**src/rtl/core/pfb_pkg.sv**
```systemverilog
package pfb_pkg;

	localparam int MAX_WIDTH   = 128;
	localparam int MAX_PAGES   = 8;
	localparam int STORE_BYTES = MAX_WIDTH * MAX_PAGES;
	localparam int ADDR_W      = $clog2(STORE_BYTES);
	localparam int QUEUE_DEPTH = 2;

	localparam logic [2:0] CMD_CLEAR = 3'd0;
	localparam logic [2:0] CMD_PIXEL = 3'd1;
	localparam logic [2:0] CMD_BLIT  = 3'd2;
	localparam logic [2:0] CMD_SRC   = 3'd3;
	localparam logic [2:0] CMD_READ  = 3'd4;

	localparam logic [1:0] PIX_CLEAR  = 2'd0;
	localparam logic [1:0] PIX_SET    = 2'd1;
	localparam logic [1:0] PIX_INVERT = 2'd2;
	localparam logic [1:0] PIX_BAD    = 2'd3;

	localparam logic [1:0] CFG_WIDTH = 2'd0;
	localparam logic [1:0] CFG_PAGES = 2'd1;

	typedef enum logic [1:0] {
		OP_NONE,
		OP_CLEAR,
		OP_READ,
		OP_MERGE
	} op_kind_t;

	// One decoded command handed from the front end to the store sequencer.
	typedef struct packed {
		op_kind_t            kind;
		logic [ADDR_W-1:0]   addr0;
		logic [ADDR_W-1:0]   addr1;
		logic                en0;
		logic                en1;
		logic [7:0]          keep0;
		logic [7:0]          bits0;
		logic [7:0]          keep1;
		logic [7:0]          bits1;
		logic                flip;
		logic                err;
		logic                done;
	} op_t;

	typedef struct packed {
		logic [7:0] width;
		logic [3:0] pages;
	} cfg_t;

	typedef struct packed {
		logic initializing;
	} back_status_t;

endpackage

```
**src/rtl/core/pfb_queue.sv**
```systemverilog
module pfb_queue (
	input  logic         clk,
	input  logic         arst_n,
	input  logic         push,
	input  pfb_pkg::op_t push_op,
	input  logic         pop,
	output pfb_pkg::op_t head,
	output logic         empty,
	output logic         full
);

	localparam int PTR_W = $clog2(pfb_pkg::QUEUE_DEPTH);

	pfb_pkg::op_t       slot_q [pfb_pkg::QUEUE_DEPTH];
	logic [PTR_W-1:0]   wr_q;
	logic [PTR_W-1:0]   rd_q;
	logic [PTR_W:0]     count_q;

	assign empty = (count_q == '0);
	assign full  = (count_q == (PTR_W+1)'(pfb_pkg::QUEUE_DEPTH));
	assign head  = slot_q[rd_q];

	always_ff @(posedge clk) begin
		if (push) begin
			slot_q[wr_q] <= push_op;
		end
	end

	always_ff @(posedge clk or negedge arst_n) begin
		if (!arst_n) begin
			wr_q    <= '0;
			rd_q    <= '0;
			count_q <= '0;
		end else begin
			if (push) begin
				wr_q <= wr_q + 1'b1;
			end
			if (pop) begin
				rd_q <= rd_q + 1'b1;
			end
			count_q <= count_q + (PTR_W+1)'(push) - (PTR_W+1)'(pop);
		end
	end

endmodule

```
**config.mk**
```make
export PLATFORM = sky130hd
export DESIGN_NAME = pfb_queue
export DESIGN_NICKNAME = d
export VERILOG_FILES = /design/src/rtl/core/pfb_pkg.sv /design/src/rtl/core/pfb_queue.sv
export SDC_FILE = /design/constraint.sdc
export NUM_CORES = 1
export LEC_CHECK = 0
export BUFFER_PORTS_ARGS = -buffer_cell sky130_fd_sc_hd__buf_4
export CAP_MARGIN = 20
export CORE_MARGIN = 10
export CORE_UTILIZATION = 26
export CTS_BUF_LIST = sky130_fd_sc_hd__clkbuf_4 sky130_fd_sc_hd__clkbuf_8 sky130_fd_sc_hd__clkbuf_16
export CTS_CLUSTER_DIAMETER = 60
export DETAILED_ROUTE_END_ITERATION = 10
export GPL_ROUTABILITY_DRIVEN = 0
export GPL_TIMING_DRIVEN = 0
export PLACE_DENSITY_LB_ADDON = 0.3
export SETUP_SLACK_MARGIN = 0.4
export SLEW_MARGIN = 10
export SYNTH_ARGS = -nofsm -noshare
export SYNTH_HDL_FRONTEND = slang
export SYNTH_SLANG_ARGS = --single-unit
```
**constraint.sdc**
```tcl
create_clock -name clk -period 7.8 [get_ports clk]
set_clock_uncertainty 0.2 [all_clocks]
set_input_delay 0.39 -clock clk [delete_from_list [all_inputs] [get_ports clk]]
set_output_delay 0.39 -clock clk [all_outputs]
set_load 0.03 [all_outputs]
```
==> flow_summary.json <==
{
  "status": "finished clean",
  "leakage_nw": 2.940,
  "setup.worst_path.end_class": "primary output",
  "antennaDiodeCount": 0,
  "numClockSinks": 122,
  "grt_max_degree": 36,
  "multi_input_area_sq_um": 984.7,
  "fin_crit_sh_pct": 28.05,
  "synth_area_leaders": "edfxtp_1 74%, mux2_4 19%, buf_12 2.5%",
  "grtUsageTotal_pct": 8.547,
  "clock_latency_ns": 0.40,
  "share_comb_of_total_power_pct": 39.4,
  "first_pass_iters": 4,
  "crit_arrival_ns": 1.60,
  "cap_violations": 0,
  "powerDensity_nw_per_um2": 382.9,
  "cts_buffers": 17,
  "internal_power_mw": 1.896,
  "num_rows": 49,
  "wl_per_cell_microns": 15.53,
  "dp_hpwl_mm": 6.862,
  "syn_area_sq_um": 4757,
  "r2r_setup_slack_ns": 6.09,
  "area_growth_pct": 52.42,
  "htree_levels": 4,
  "start_kind": "flip-flop",
  "p_total_mw": 2.777,
  "max_freq_mhz": 457.0,
  "synth_edf_count": 118,
  "synth_cell_types": 12,
  "avgSynthCellArea_sq_um": 23.90,
  "grt_overflow": 0,
  "reg2reg_to": "slot_q[0][25]$_DFFE_PP_",
  "switching_power_uw": 881.0,
  "place.port_buffers": 123,
  "slew_headroom_pct": 60.76,
  "post-route-drc-count": 0,
  "ant_nets": 0,
  "synth_top_flop_cell": "edfxtp_1",
  "crit_required_ns": 7.21,
  "seqPwrFrac_pct": 32.6,
  "tightest_slew_ns": 0.5874,
  "tns_ns": 0,
  "switching_share_pct": 31.73,
  "boundaryPins": 124,
  "setup_viol": 0,
  "die_height_microns": 155.3,
  "grt_pass1_wl_mm": 15.68,
  "rsz0062_at_grt": "false",
  "totalWireLength_mm": 10.06,
  "cts_setup_buffers": 0,
  "final-hold-violation-count": 0,
  "yosys_warnings": 0,
  "yosysTopAreaCell": "edfxtp_1",
  "vias_per_cell": 3.883,
  "ctsHoldBuffers": 62,
  "ys_ff_latch": 122,
  "ys_seq_area_share_pct": 76.59,
  "antenna_found_initial": 0,
  "path_clk_slew_ns": 0.05,
  "crit_fanout": 10,
  "nFillCells": 1635,
  "synth_common_cells": "118 x edfxtp_1, 59 x mux2_4, 6 x buf_12",
  "fin_nets": 471,
  "hold_path.class": "input pin to async pin",
  "register_area_sq_um": 3643,
  "vias": 2516,
  "synth_top_area_share_pct": 74.49,
  "path_class": "flip-flop to primary output",
  "ir_worst_vdd_mv": 0.2022,
  "async_flop_share_pct": 3.279,
  "first_global_vias": 2878,
  "crit_path_end": "head[39]",
  "cts_tree": "done",
  "synth_fp_nets": 264,
  "fp.dieW_microns": 155.3,
  "core_sq_um": 17960,
  "syn_inst": 199,
  "clkPwrFrac_pct": 28.0,
  "ff2ff_path_depth": 2,
  "synth_most_common_cell": "edfxtp_1",
  "fin_crit_ns": 2.188,
  "drtIter0Drc": 100,
  "cts-root-buf": "clkbuf_16",
  "ctsResizeCount": 0,
  "drive_gt1_share_pct": 53.46,
  "start_util_pct": 26.48,
  "clock_path_buffers": 2,
  "die-area_sq_um": 24110,
  "final_max_slew_viol_count": 0,
  "cp-startpoint": "rd_q$_DFFE_PN0P_",
  "rr_startpoint": "wr_q$_DFFE_PN0P_"
}
==> cell usage in the layout, fill, tap and decap left out <==
| master | n |
|---|---|
| nor2_1 | 1 |
| buf_6 | 1 |
| buf_12 | 9 |
| clkbuf_4 | 2 |
| mux2_4 | 59 |
| nor2b_1 | 1 |
| dlygate4sd3_1 | 62 |
| xor3_1 | 1 |
| clkinv_2 | 4 |
| inv_1 | 2 |
| clkinv_1 | 2 |
| nor2b_4 | 1 |
| clkbuf_16 | 17 |
| and2_4 | 1 |
| buf_4 | 123 |
| edfxtp_1 | 118 |
| xor2_1 | 2 |
| dfrtp_1 | 4 |
| ha_1 | 2 |
| bufinv_16 | 3 |
| clkinv_4 | 4 |
==> per-stage QoR <==
stage | util, % | area (sq um) | hold WS, ns | setup slack [ns] | instances
finish | 40.36 | 7251 | 0.1126 | 5.612 | 648
global route | 40.36 | 7251 | 0.1119 | 5.521 | 648
CTS | 40.36 | 7251 | 0.09037 | 5.557 | 648
detailed placement | 33.61 | 6037 | -0.009622 | 5.937 | 554
global placement | 33.22 | 5967 | -0.01294 | 2.084 | 551
floorplan | - | 4757 | -0.1056 | 4.089 | 199
==> final cells by class <==
type	count	share of cell area, %
Sequential cell	122	50.25
Timing Repair Buffer	188	22.12
Multi-Input combinational cell	68	13.58
Clock buffer	19	6.074
Tap cell	229	3.952
Clock inverter	13	2.105
Buffer	7	1.812
Inverter	2	0.1035
==> worst min-delay path by stage <==
| stage | start | end | slack (ns) | cells after the start |
|---|---|---|---|---|
| 2_1_floorplan | arst_n | count_q[0]$_DFF_PN0_ | -0.11 | 0 |
| 3_3_place_gp | arst_n | count_q[0]$_DFF_PN0_ | -0.01 | 1 |
| 3_5_place_dp | arst_n | count_q[0]$_DFF_PN0_ | -0.01 | 1 |
| 4_1_cts | arst_n | count_q[0]$_DFF_PN0_ | 0.09 | 2 |
| 5_1_grt | arst_n | count_q[0]$_DFF_PN0_ | 0.11 | 2 |
| 6_report | arst_n | count_q[0]$_DFF_PN0_ | 0.11 | 2 |
==> power by group through the flow <==
stage / Combinational [mW] / Clock, mW / Sequential, mW
3_3_place_gp: 1.07 / 0 / 0.930
4_1_cts: 1.13 / 0.802 / 0.906
5_1_grt: 1.16 / 0.836 / 0.916
3_5_place_dp: 1.10 / 0 / 0.919
2_1_floorplan: 0.748 / 0 / 0.919
6_report: 1.09 / 0.778 / 0.904
==> worst max-delay path: stages, from the launching register on <==
cell,delay [ns]
dfrtp_1,0.34
buf_6,0.19
buf_12,0.18
mux2_4,0.31
buf_4,0.17
==> registers in the layout (all words and copies together) (netlist names) <==
name / count
rd_q: 1
count_q: 2
slot_q: 118
wr_q: 1
==> logic make-up (layout without fill, tap and decap cells) <==
group                      count (synthesis)  in the layout  synth area share (%)
xor gates and xnor gates                   3              3                0.8680
adders and majority gates                  2              2                0.5260
buffers and inverters                      9            229                 2.920
DFF                                      122            122                 76.59
muxes                                     59             59                 18.62
and+or+nand+nor                            4              4                0.4734
==> layer usage <==
metal / global-route usage (%) / share of wire, %
met3: 3.639 / 6.5
met1: 9.103 / 39
met2: 14.36 / 53
met4: 4.011 / 1.6
met5: 0 / 0
Power figures use the tool's default switching activity.
