## config.mk

```make
export PLATFORM = sky130hd
export DESIGN_NAME = pfb_front
export DESIGN_NICKNAME = d
export VERILOG_FILES = /design/src/rtl/core/pfb_pkg.sv /design/src/rtl/core/pfb_front.sv
export SDC_FILE = /design/constraint.sdc
export NUM_CORES = 1
export LEC_CHECK = 0
export ABC_AREA = 1
export BUFFER_PORTS_ARGS = -buffer_cell sky130_fd_sc_hd__buf_4
export CORE_ASPECT_RATIO = 1.2
export CORE_MARGIN = 2
export CORE_UTILIZATION = 55
export DETAILED_ROUTE_END_ITERATION = 8
export HOLD_SLACK_MARGIN = 0.08
export PLACE_DENSITY_LB_ADDON = 0.15
export SYNTH_ARGS = -nofsm -noshare
export SYNTH_HDL_FRONTEND = slang
export SYNTH_SLANG_ARGS = --single-unit
```

## constraint.sdc

```tcl
create_clock -name clk -period 5.36 [get_ports clk]
set_input_delay 0.804 -clock clk [delete_from_list [all_inputs] [get_ports clk]]
set_output_delay 0.804 -clock clk [all_outputs]
set_load 0.02 [all_outputs]
```

## src/rtl/core/pfb_pkg.sv

```systemverilog
package pfb_pkg;

	localparam int MAX_WIDTH   = 128;
	localparam int MAX_PAGES   = 8;
	localparam int STORE_BYTES = MAX_WIDTH * MAX_PAGES;
	localparam int ADDR_W      = $clog2(STORE_BYTES);
	localparam int QUEUE_DEPTH = 2;

	localparam logic [2:0] CMD_CLEAR = 3'd0;
	localparam logic [2:0] CMD_PIXEL = 3'd1;
	localparam logic [2:0] CMD_BLIT  = 3'd2;
	localparam logic [2:0] CMD_SRC   = 3'd3;
	localparam logic [2:0] CMD_READ  = 3'd4;

	localparam logic [1:0] PIX_CLEAR  = 2'd0;
	localparam logic [1:0] PIX_SET    = 2'd1;
	localparam logic [1:0] PIX_INVERT = 2'd2;
	localparam logic [1:0] PIX_BAD    = 2'd3;

	localparam logic [1:0] CFG_WIDTH = 2'd0;
	localparam logic [1:0] CFG_PAGES = 2'd1;

	typedef enum logic [1:0] {
		OP_NONE,
		OP_CLEAR,
		OP_READ,
		OP_MERGE
	} op_kind_t;

	// One decoded command handed from the front end to the store sequencer.
	typedef struct packed {
		op_kind_t            kind;
		logic [ADDR_W-1:0]   addr0;
		logic [ADDR_W-1:0]   addr1;
		logic                en0;
		logic                en1;
		logic [7:0]          keep0;
		logic [7:0]          bits0;
		logic [7:0]          keep1;
		logic [7:0]          bits1;
		logic                flip;
		logic                err;
		logic                done;
	} op_t;

	typedef struct packed {
		logic [7:0] width;
		logic [3:0] pages;
	} cfg_t;

	typedef struct packed {
		logic initializing;
	} back_status_t;

endpackage

```

## src/rtl/core/pfb_front.sv

```systemverilog
module pfb_front (
	input  logic            clk,
	input  logic            arst_n,
	input  logic            accept,
	input  logic [2:0]      opcode,
	input  logic [6:0]      pos_x,
	input  logic [5:0]      pos_y,
	input  logic [1:0]      pixel_mode,
	input  logic [5:0]      src_row,
	input  logic [7:0]      rect_width,
	input  logic [6:0]      rect_height,
	input  logic [7:0]      src_byte,
	input  logic [9:0]      read_index,
	input  pfb_pkg::cfg_t   cfg,
	output pfb_pkg::op_t    op
);

	logic       active_q;
	logic [3:0] dest_page_q;
	logic [2:0] dest_bit_q;
	logic [2:0] src_bit_q;
	logic [7:0] col_cnt_q;
	logic [6:0] rows_left_q;
	logic [6:0] origin_q;
	logic [7:0] blit_cols_q;

	logic [7:0]  w;
	logic [3:0]  pages;
	logic [6:0]  rows;
	logic [3:0]  avail;
	logic [3:0]  n;
	logic [7:0]  nmask;
	logic [7:0]  block;
	logic [8:0]  col;
	logic [15:0] low_wide;
	logic [15:0] bits_wide;
	logic [3:0]  room;
	logic        spill_en;
	logic [3:0]  spill;
	logic [4:0]  page1;
	logic        ok0;
	logic        ok1;
	logic [12:0] idx0;
	logic [12:0] idx1;
	logic [7:0]  cnt_next;
	logic        row_end;
	logic [3:0]  bit_sum;
	logic [11:0] pix_idx;
	logic [11:0] store_used;
	logic        pix_bad;
	logic        blit_bad;
	logic [7:0]  pix_bit;

	always_comb begin
		w     = (cfg.width > 8'(pfb_pkg::MAX_WIDTH)) ? 8'(pfb_pkg::MAX_WIDTH) : cfg.width;
		pages = (cfg.pages > 4'(pfb_pkg::MAX_PAGES)) ? 4'(pfb_pkg::MAX_PAGES) : cfg.pages;
		rows  = {pages[3:0], 3'b000};

		// Blit source byte: rows still needed from this source page.
		avail    = 4'd8 - {1'b0, src_bit_q};
		n        = ({3'b000, avail} > rows_left_q) ? rows_left_q[3:0] : avail;
		nmask    = 8'((9'd1 << n) - 9'd1);
		block    = (src_byte >> src_bit_q) & nmask;
		col      = {2'b00, origin_q} + {1'b0, col_cnt_q};
		low_wide = {8'h00, nmask} << dest_bit_q;
		bits_wide = {8'h00, block} << dest_bit_q;
		room     = 4'd8 - {1'b0, dest_bit_q};
		spill_en = n > room;
		spill    = n - room;
		page1    = {1'b0, dest_page_q} + 5'd1;
		ok0      = (col < {1'b0, w}) && (dest_page_q < pages);
		ok1      = (col < {1'b0, w}) && (page1 < {1'b0, pages});
		idx0     = {4'h0, col} + 13'(dest_page_q * w);
		idx1     = {4'h0, col} + 13'(page1[3:0] * w);
		cnt_next = col_cnt_q + 8'd1;
		row_end  = cnt_next >= blit_cols_q;
		bit_sum  = {1'b0, dest_bit_q} + n;

		pix_bad  = ({1'b0, pos_x} >= w) || ({1'b0, pos_y} >= rows) ||
			(pixel_mode == pfb_pkg::PIX_BAD);
		pix_idx  = {5'h00, pos_x} + 12'(pos_y[5:3] * w);
		pix_bit  = 8'(9'd1 << pos_y[2:0]);
		blit_bad = (rect_width == 8'd0) || (rect_height == 7'd0) ||
			(({2'b00, pos_x} + {1'b0, rect_width}) > {1'b0, w}) ||
			(({2'b00, pos_y} + {1'b0, rect_height}) > {1'b0, rows});
		store_used = 12'(w * pages);

		op       = '0;
		op.kind  = pfb_pkg::OP_NONE;
		unique case (opcode)
			pfb_pkg::CMD_CLEAR: begin
				op.kind = pfb_pkg::OP_CLEAR;
			end
			pfb_pkg::CMD_PIXEL: begin
				op.err   = pix_bad;
				op.kind  = pix_bad ? pfb_pkg::OP_NONE : pfb_pkg::OP_MERGE;
				op.addr0 = pix_idx[pfb_pkg::ADDR_W-1:0];
				op.en0   = !pix_bad;
				op.keep0 = pix_bit;
				op.bits0 = (pixel_mode == pfb_pkg::PIX_SET) ? pix_bit : 8'h00;
				op.flip  = (pixel_mode == pfb_pkg::PIX_INVERT);
			end
			pfb_pkg::CMD_BLIT: begin
				op.err = blit_bad;
			end
			pfb_pkg::CMD_SRC: begin
				if (!active_q) begin
					op.err = 1'b1;
				end else begin
					op.kind  = pfb_pkg::OP_MERGE;
					op.addr0 = idx0[pfb_pkg::ADDR_W-1:0];
					op.addr1 = idx1[pfb_pkg::ADDR_W-1:0];
					op.en0   = ok0;
					op.en1   = spill_en && ok1;
					op.keep0 = low_wide[7:0];
					op.bits0 = bits_wide[7:0];
					op.keep1 = 8'((9'd1 << spill) - 9'd1);
					op.bits1 = 8'(block >> room);
					op.err   = !ok0 || (spill_en && !ok1);
					op.done  = row_end && (rows_left_q == {3'b000, n});
				end
			end
			pfb_pkg::CMD_READ: begin
				if ({2'b00, read_index} >= store_used) begin
					op.err = 1'b1;
				end else begin
					op.kind  = pfb_pkg::OP_READ;
					op.addr0 = read_index[pfb_pkg::ADDR_W-1:0];
				end
			end
			default: begin
				op.err = 1'b1;
			end
		endcase
	end

	always_ff @(posedge clk or negedge arst_n) begin
		if (!arst_n) begin
			active_q    <= 1'b0;
			dest_page_q <= '0;
			dest_bit_q  <= '0;
			src_bit_q   <= '0;
			col_cnt_q   <= '0;
			rows_left_q <= '0;
			origin_q    <= '0;
			blit_cols_q <= '0;
		end else if (accept) begin
			if (opcode == pfb_pkg::CMD_BLIT) begin
				if (blit_bad) begin
					active_q <= 1'b0;
				end else begin
					active_q    <= 1'b1;
					origin_q    <= pos_x;
					blit_cols_q <= rect_width;
					col_cnt_q   <= '0;
					rows_left_q <= rect_height;
					dest_page_q <= {1'b0, pos_y[5:3]};
					dest_bit_q  <= pos_y[2:0];
					src_bit_q   <= src_row[2:0];
				end
			end else if (opcode == pfb_pkg::CMD_SRC && active_q) begin
				if (row_end) begin
					col_cnt_q   <= '0;
					rows_left_q <= rows_left_q - {3'b000, n};
					src_bit_q   <= '0;
					if (bit_sum >= 4'd8) begin
						dest_bit_q  <= 3'(bit_sum - 4'd8);
						dest_page_q <= dest_page_q + 4'd1;
					end else begin
						dest_bit_q <= bit_sum[2:0];
					end
					if (rows_left_q == {3'b000, n}) begin
						active_q <= 1'b0;
					end
				end else begin
					col_cnt_q <= cnt_next;
				end
			end
		end
	end

endmodule

```

==> results.py, run 1 <==
metrics = {
    "clock_network": {
        "cts_buffer_depth": 2,
        "cts_sinks": 41,
        "root_buffer": "clkbuf_16",
        "worstSkewPairLatency_ps": 290,
        "htreeDepth": 2,
        "cts.clk_slew.worst_paths_ps": 60,
        "cts_tree": "done",
        "cts_buffers": 5,
    },
    "drt": {
        "drt_pass1_iterations": 6,
        "wl_met1_um": 12220,
        "drt_iter0_markers": 657,
        "ant_nets": 0,
        "route.met3.wl_um": 1412,
        "remaining_drc_errors": 0,
        "routed_wl_um": 30940,
        "wire_per_inst_um": 15.75,
        "top_layer": "met4",
        "viasPerCell": 5.532,
        "num_vias": 10870,
        "met2_length_um": 15610,
    },
    "timing": {
        "rsz0062_at_grt": "true",
        "tightestPinTransition_ps": 845.7,
        "layout_worst_path_cycle_share_pct": 104.3,
        "max_freq_ghz": 0.1788,
        "setup_viol_count_final": 15,
        "slew_violations": 0,
        "hold_viol": 0,
        "fin_worst_skew_ps": 8.747,
        "fin_setup_tns_ps": -2500,
        "period_needed_ps": 5593,
        "holdWs_ps": 484.1,
        "fin_ws_ps": -232.9,
        "relSlewSlack_pct": 43.19,
    },
    "cells_and_area": {
        "diodes": 0,
        "final_cell_mix": "nand2_1 (317), inv_1 (234), buf_4 (227), ha_1 (144), nor2_1 (128)",
        "fin_nets": 2032,
        "area_growth_syn_to_layout_pct": 26.41,
        "drive_above_1_share_pct": 24.02,
        "fill_cells": 1596,
        "final_common_cell": "nand2_1",
    },
    "logic_synthesis": {
        "ys_warn_count": 0,
        "syn_inst": 1519,
        "synth_top_cell_by_area": "ha_1",
        "async_flop_share_pct": 100.0,
        "ys_seq_elements": 41,
        "syn_nets": 1811,
        "ys_seq_area_share_pct": 9.998,
        "synth-edff-count": 0,
        "synth_area_leaders": "ha_1 (19%), fa_1 (13%), nand2_1 (12%), dfrtp_1 (10%), inv_1 (9.2%)",
        "ys_types": 55,
        "yosysTopAreaCellShare_pct": 18.53,
        "synth_ff_type": "dfrtp_1",
        "avgSynthCellArea_um2": 6.756,
        "syn_area_um2": 10260,
    },
    "die": {
        "chipHeight_um": 153.6,
        "die_area_um2": 19770,
        "core_area_um2": 18240,
        "ioPinCount": 131,
        "rows": 54,
        "start_util_pct": 56.26,
        "die_w_um": 128.7,
    },
    "critical_path": {
        "worstSetupStartpointType": "primary input",
        "required_ps": 4560,
        "worst_path_largest_cell_delay_ps": 570,
        "crit_top_cell": "nor2_2",
        "cp.arrival_ps": 4790,
        "slowest_stage": "fa_1",
        "cp_max_fo": 7,
        "crit_path_end_kind": "output pin",
        "critPathKind": "in -> out",
    },
    "run_status": {
        "violations": "setup timing",
        "status": "finished with violations",
    },
    "place": {
        "routabilityCongestion": 0.9328,
        "place_hpwl_um": 25250,
        "io_buffers": 127,
        "dp_slack_ps": -440.0,
    },
    "power_and_ir_drop": {
        "powerDensity_nw_per_um2": 527.1,
        "leakage_nw": 6.937,
        "vdd_drop_max_v": 0.0004741,
    },
    "grt": {
        "track_usage_pct": 31.22,
        "grt_pass1_wl_um": 49980,
        "grt_pass1_vias": 10540,
        "overflow": 0,
        "antenna_found_initial": 0,
        "grt_max_degree": 42,
    },
    "job": {
        "max_cap_violations": 0,
    },
    "hold_path": {
        "worstHoldPathType": "reg -> reg",
    },
}
-- registers in the layout (all words and copies together), names as in the netlist --
register,flops
dest_page_q,4
src_bit_q,3
active_q,1
blit_cols_q,8
dest_bit_q,3
origin_q,7
rows_left_q,7
col_cnt_q,8
-- Yosys cell counts, types with 16 or more instances --
master / n
a21oi_1: 84
clkbuf_1: 19
dfrtp_1: 41
fa_1: 68
ha_1: 152
inv_1: 251
nand2_1: 329
nand2_2: 16
nand3_1: 94
nand4_1: 19
nor2_1: 143
nor3_1: 20
o21ai_0: 93
xor2_1: 34
-- worst paths after layout --
| kind | start | to | slack, ps | cells past startpoint |
|---|---|---|---|---|
| worst max-delay path | cfg[6] | op[45] | -230 | 27 |
| worst min-delay path | blit_cols_q[0] | blit_cols_q[0] | 480 | 2 |
| worst max register to register | src_bit_q[0] | dest_page_q[0] | 1800 | 22 |
| worst min register to register | blit_cols_q[0] | blit_cols_q[0] | 480 | 2 |
| max in group asynchronous | arst_n | src_bit_q[1] | 4430 | 1 |
| min in group asynchronous | arst_n | origin_q[0] | 510 | 1 |
-- layout make-up --
type / instances / area [um2] / area share, %
Tap cell: 224 / 280.3 / 2.161
Timing Repair Buffer: 250 / 1972 / 15.20
Clock buffer: 6 / 138.9 / 1.071
Multi-Input combinational cell: 1179 / 8548 / 65.90
Inverter: 263 / 998.5 / 7.697
Clock inverter: 1 / 7.507 / 0.05787
Sequential cell: 41 / 1027 / 7.919
-- metrics by stage --
| step | total power [mW] | utilization (%) | instance area, um2 | cells |
|---|---|---|---|---|
| after floorplan | 4.354 | - | 10420 | 1519 |
| after global placement | 5.733 | 67.28 | 12270 | 1939 |
| after detailed placement | 5.873 | 67.28 | 12270 | 1939 |
| after CTS | 6.412 | 69.71 | 12720 | 1960 |
| after global routing | 7.579 | 71.11 | 12970 | 1964 |
| final | 6.837 | 71.11 | 12970 | 1964 |
-- critical path, delay by kind of cell --
family / cells / cell delay, ps
simple gates: 11 / 950
compound gates: 4 / 470
fa+ha+maj: 4 / 1840
buf+inv: 8 / 730
-- routing by layer --
layer | track usage (%) | vias up
li1 | - | 5358
met2 | 55.33 | 345
met4 | 15.42 | 0
met1 | 37.75 | 5074
met3 | 2.436 | 88
met5 | 0 | -
-- timing repair --
item / in CTS / in global routing
pin swaps: 50 / 34
setup endpoints to repair: 17 / 22
buffers inserted: 14 / 4
hold buffers: 0 / 0
gates resized for setup: 58 / 63
-- logic make-up after synthesis --
logic type               synth area share [%]
AND/OR/NAND/NOR                         29.03
XOR/XNOR                                4.097
flip-flops                              9.998
multiplexers                           0.2926
buffers and inverters                   11.28
AO/OA/AOI/OAI                           13.51
adder cells (fa/ha/maj)                 31.80
-- power by group --
group,switching (mW),total (mW),internal [mW]
clock,0.126,0.309,0.183
sequential,0.168,0.614,0.446
combinational,3.50,5.91,2.41
Power figures use the tool's default switching activity.
==> run 2: changes to the inputs <==
Settings changed: CORE_UTILIZATION 55 to 61.
Clock period 5.36 ns to 5.37 ns, I/O delays scaled along.
==> run 2 against run 1 <==
Compared with the run above: highest routed layer unchanged; worst hold slack worse by 4.3 ps; sequential share of layout area barely moved; the run still ends with setup timing left; flip-flop and latch count did not move; final cell count is 0.66% lower; cell area is essentially flat; largest cell class unchanged.
==> results.py, run 2 (synthesis gave the netlist of run 1 again) <==
metrics = {
    "critical_path": {
        "cp_max_fo": 4,
        "worst_path_largest_cell_delay_ps": 540,
        "critPathKind": "in -> out",
        "crit_path_end_kind": "output pin",
        "cp.arrival_ps": 5030,
        "critical-path-top-delay-family": "adder cells",
        "cp_num_buf_inv": 11,
        "required_ps": 4560,
        "slowest_stage": "fa_1",
        "worstSetupStartpointType": "primary input",
        "crit_top_cell": "buf_6",
    },
    "cells_and_area": {
        "drive_above_1_share_pct": 23.52,
        "diodes": 0,
        "area_growth_syn_to_layout_pct": 26.40,
        "fill_cells": 1211,
        "multi_input_area_um2": 8554,
        "final_cell_mix": "nand2_1 (318), inv_1 (239), buf_4 (222), ha_1 (144), nor2_1 (129)",
        "register_area_um2": 1027,
        "largest_registers": "blit_cols_q x8, col_cnt_q x8",
        "final_common_cell": "nand2_1",
        "fin_nets": 2030,
    },
    "power_and_ir_drop": {
        "pwr-share-clk_pct": 4.6,
        "vdd_drop_max_v": 0.0003797,
        "switchingPower_mw": 3.855,
        "leakage_nw": 6.933,
        "swShare_pct": 56.67,
        "comb_power_share_pct": 86.3,
        "power_frac_seq_pct": 9.1,
        "powerDensity_nw_per_um2": 524.5,
        "p_int_mw": 2.948,
    },
    "timing": {
        "period_needed_ps": 5832,
        "holdWs_ps": 479.8,
        "hold_viol": 0,
        "fin_worst_skew_ps": 5.230,
        "fin_setup_tns_ps": -6231,
        "relSlewSlack_pct": 42.91,
        "max_freq_ghz": 0.1715,
        "rsz0062_at_grt": "true",
        "setup_viol_count_final": 17,
        "slew_violations": 0,
        "fin_ws_ps": -461.7,
        "layout_worst_path_cycle_share_pct": 108.6,
        "tightestPinTransition_ps": 849.8,
    },
    "drt": {
        "drt_pass1_iterations": 5,
        "ant_nets": 0,
        "wire_per_inst_um": 16.55,
        "remaining_drc_errors": 0,
        "routed_wl_um": 32300,
        "num_vias": 11280,
        "drt_iter0_markers": 1025,
        "viasPerCell": 5.784,
    },
    "clock_network": {
        "htreeDepth": 2,
        "cts.clk_slew.worst_paths_ps": 70,
        "cts_buffers": 5,
        "root_buffer": "clkbuf_16",
        "cts_buffer_depth": 2,
        "worstSkewPairLatency_ps": 290,
        "postCtsHoldBufs": 0,
        "cts_tree": "done",
        "cts_sinks": 41,
    },
    "grt": {
        "grt_max_degree": 42,
        "grt_pass1_wl_um": 52020,
        "antenna_found_initial": 0,
        "overflow": 0,
        "grt_pass1_vias": 11160,
        "track_usage_pct": 36.12,
    },
    "place": {
        "io_buffers": 127,
        "routabilityCongestion": 0.9877,
        "dp_slack_ps": -497.1,
        "place_hpwl_um": 25010,
    },
    "hold_path": {
        "worstHoldPathType": "reg -> reg",
    },
    "die": {
        "ioPinCount": 131,
        "die_w_um": 122.4,
        "chipHeight_um": 146.1,
        "die_area_um2": 17880,
        "rows": 51,
        "core_area_um2": 16340,
        "start_util_pct": 62.82,
    },
    "run_status": {
        "violations": "setup timing",
        "status": "finished with violations",
    },
    "job": {
        "max_cap_violations": 0,
    },
}
[run 2: changes by cell type in the layout (fill, tap and decap cells not counted), moves of 3 or more]
cell     before  now
nand3_2      13   10
or2_4         4    1
or2_2         4    7
buf_6        22   25
inv_1       234  239
nor2_2       14   10
buf_4       227  222
inv_2        19   12
o21ai_1      17   14
nor2_4        5    8
[run 2: layout make-up]
type	count	share of cell area, %
clock buffers	5	0.9646
well taps	212	2.045
inverters	263	7.755
clock inverters	3	0.1929
flip-flops and latches	41	7.919
repair buffers	248	15.17
multi-input cells	1179	65.95
[run 2: worst paths after layout]
path                              start             end  slack (ps)  cells past startpoint
max in group asynchronous        arst_n    src_bit_q[1]        4440                      1
setup reg to reg           src_bit_q[1]  dest_page_q[3]        1590                     22
hold / removal              origin_q[5]     origin_q[5]         480                      2
hold reg to reg             origin_q[5]     origin_q[5]         480                      2
min in group asynchronous        arst_n  dest_page_q[3]         500                      1
setup / recovery                 cfg[7]          op[45]        -460                     30
[run 2: timing repair]
action                     CTS  global route
cloned                       0             0
hold endpoints to repair     0             0
setup buffers               22            11
setup endpoints to repair   16            23
pin swaps                   39            42
gates resized for setup     77            46
[run 2: through the flow]
stage,util (%),std cells,power (mW),area (um2)
after floorplan,-,1519,4.345,10420
after global placement,74.46,1916,5.633,12160
after detailed placement,74.46,1916,5.804,12160
after CTS,78.11,1945,6.374,12760
after global routing,79.40,1951,7.476,12970
final,79.40,1951,6.803,12970
[run 2: per-layer routing]
| layer | GRT usage (%) | wire (um) | vias up |
|---|---|---|---|
| met5 | 0 | 0 | - |
| met3 | 3.516 | 2016 | 169 |
| li1 | - | - | 5359 |
| met4 | 22.13 | 2304 | 0 |
| met1 | 42.20 | 11930 | 5255 |
| met2 | 62.75 | 16050 | 501 |
[run 2: power by group through the flow]
stage	combinational, mW	sequential [mW]	clock, mW
2_1_floorplan	3.81	0.533	0
3_3_place_gp	5.03	0.608	0
3_5_place_dp	5.19	0.613	0
4_1_cts	5.45	0.611	0.316
5_1_grt	6.51	0.635	0.329
6_report	5.87	0.619	0.313
[run 2: worst register-to-register path, cell delays in order (launching register included)]
cell and delay (ps):
dfrtp_2 440, clkinv_1 110, ha_1 220, xor2_1 170, inv_1 80, ha_1 340
a21oi_1 150, nand2_1 60, nand2_1 90, nand2_4 100, nand2_4 120, nand2_1 80
nand2_2 160, ha_1 300, nand2_1 80, nor2_1 40, a211oi_1 290, o21ai_0 150
a21oi_1 160, nor2_1 60, nand3_1 290, nand2_1 110, o21ai_0 110
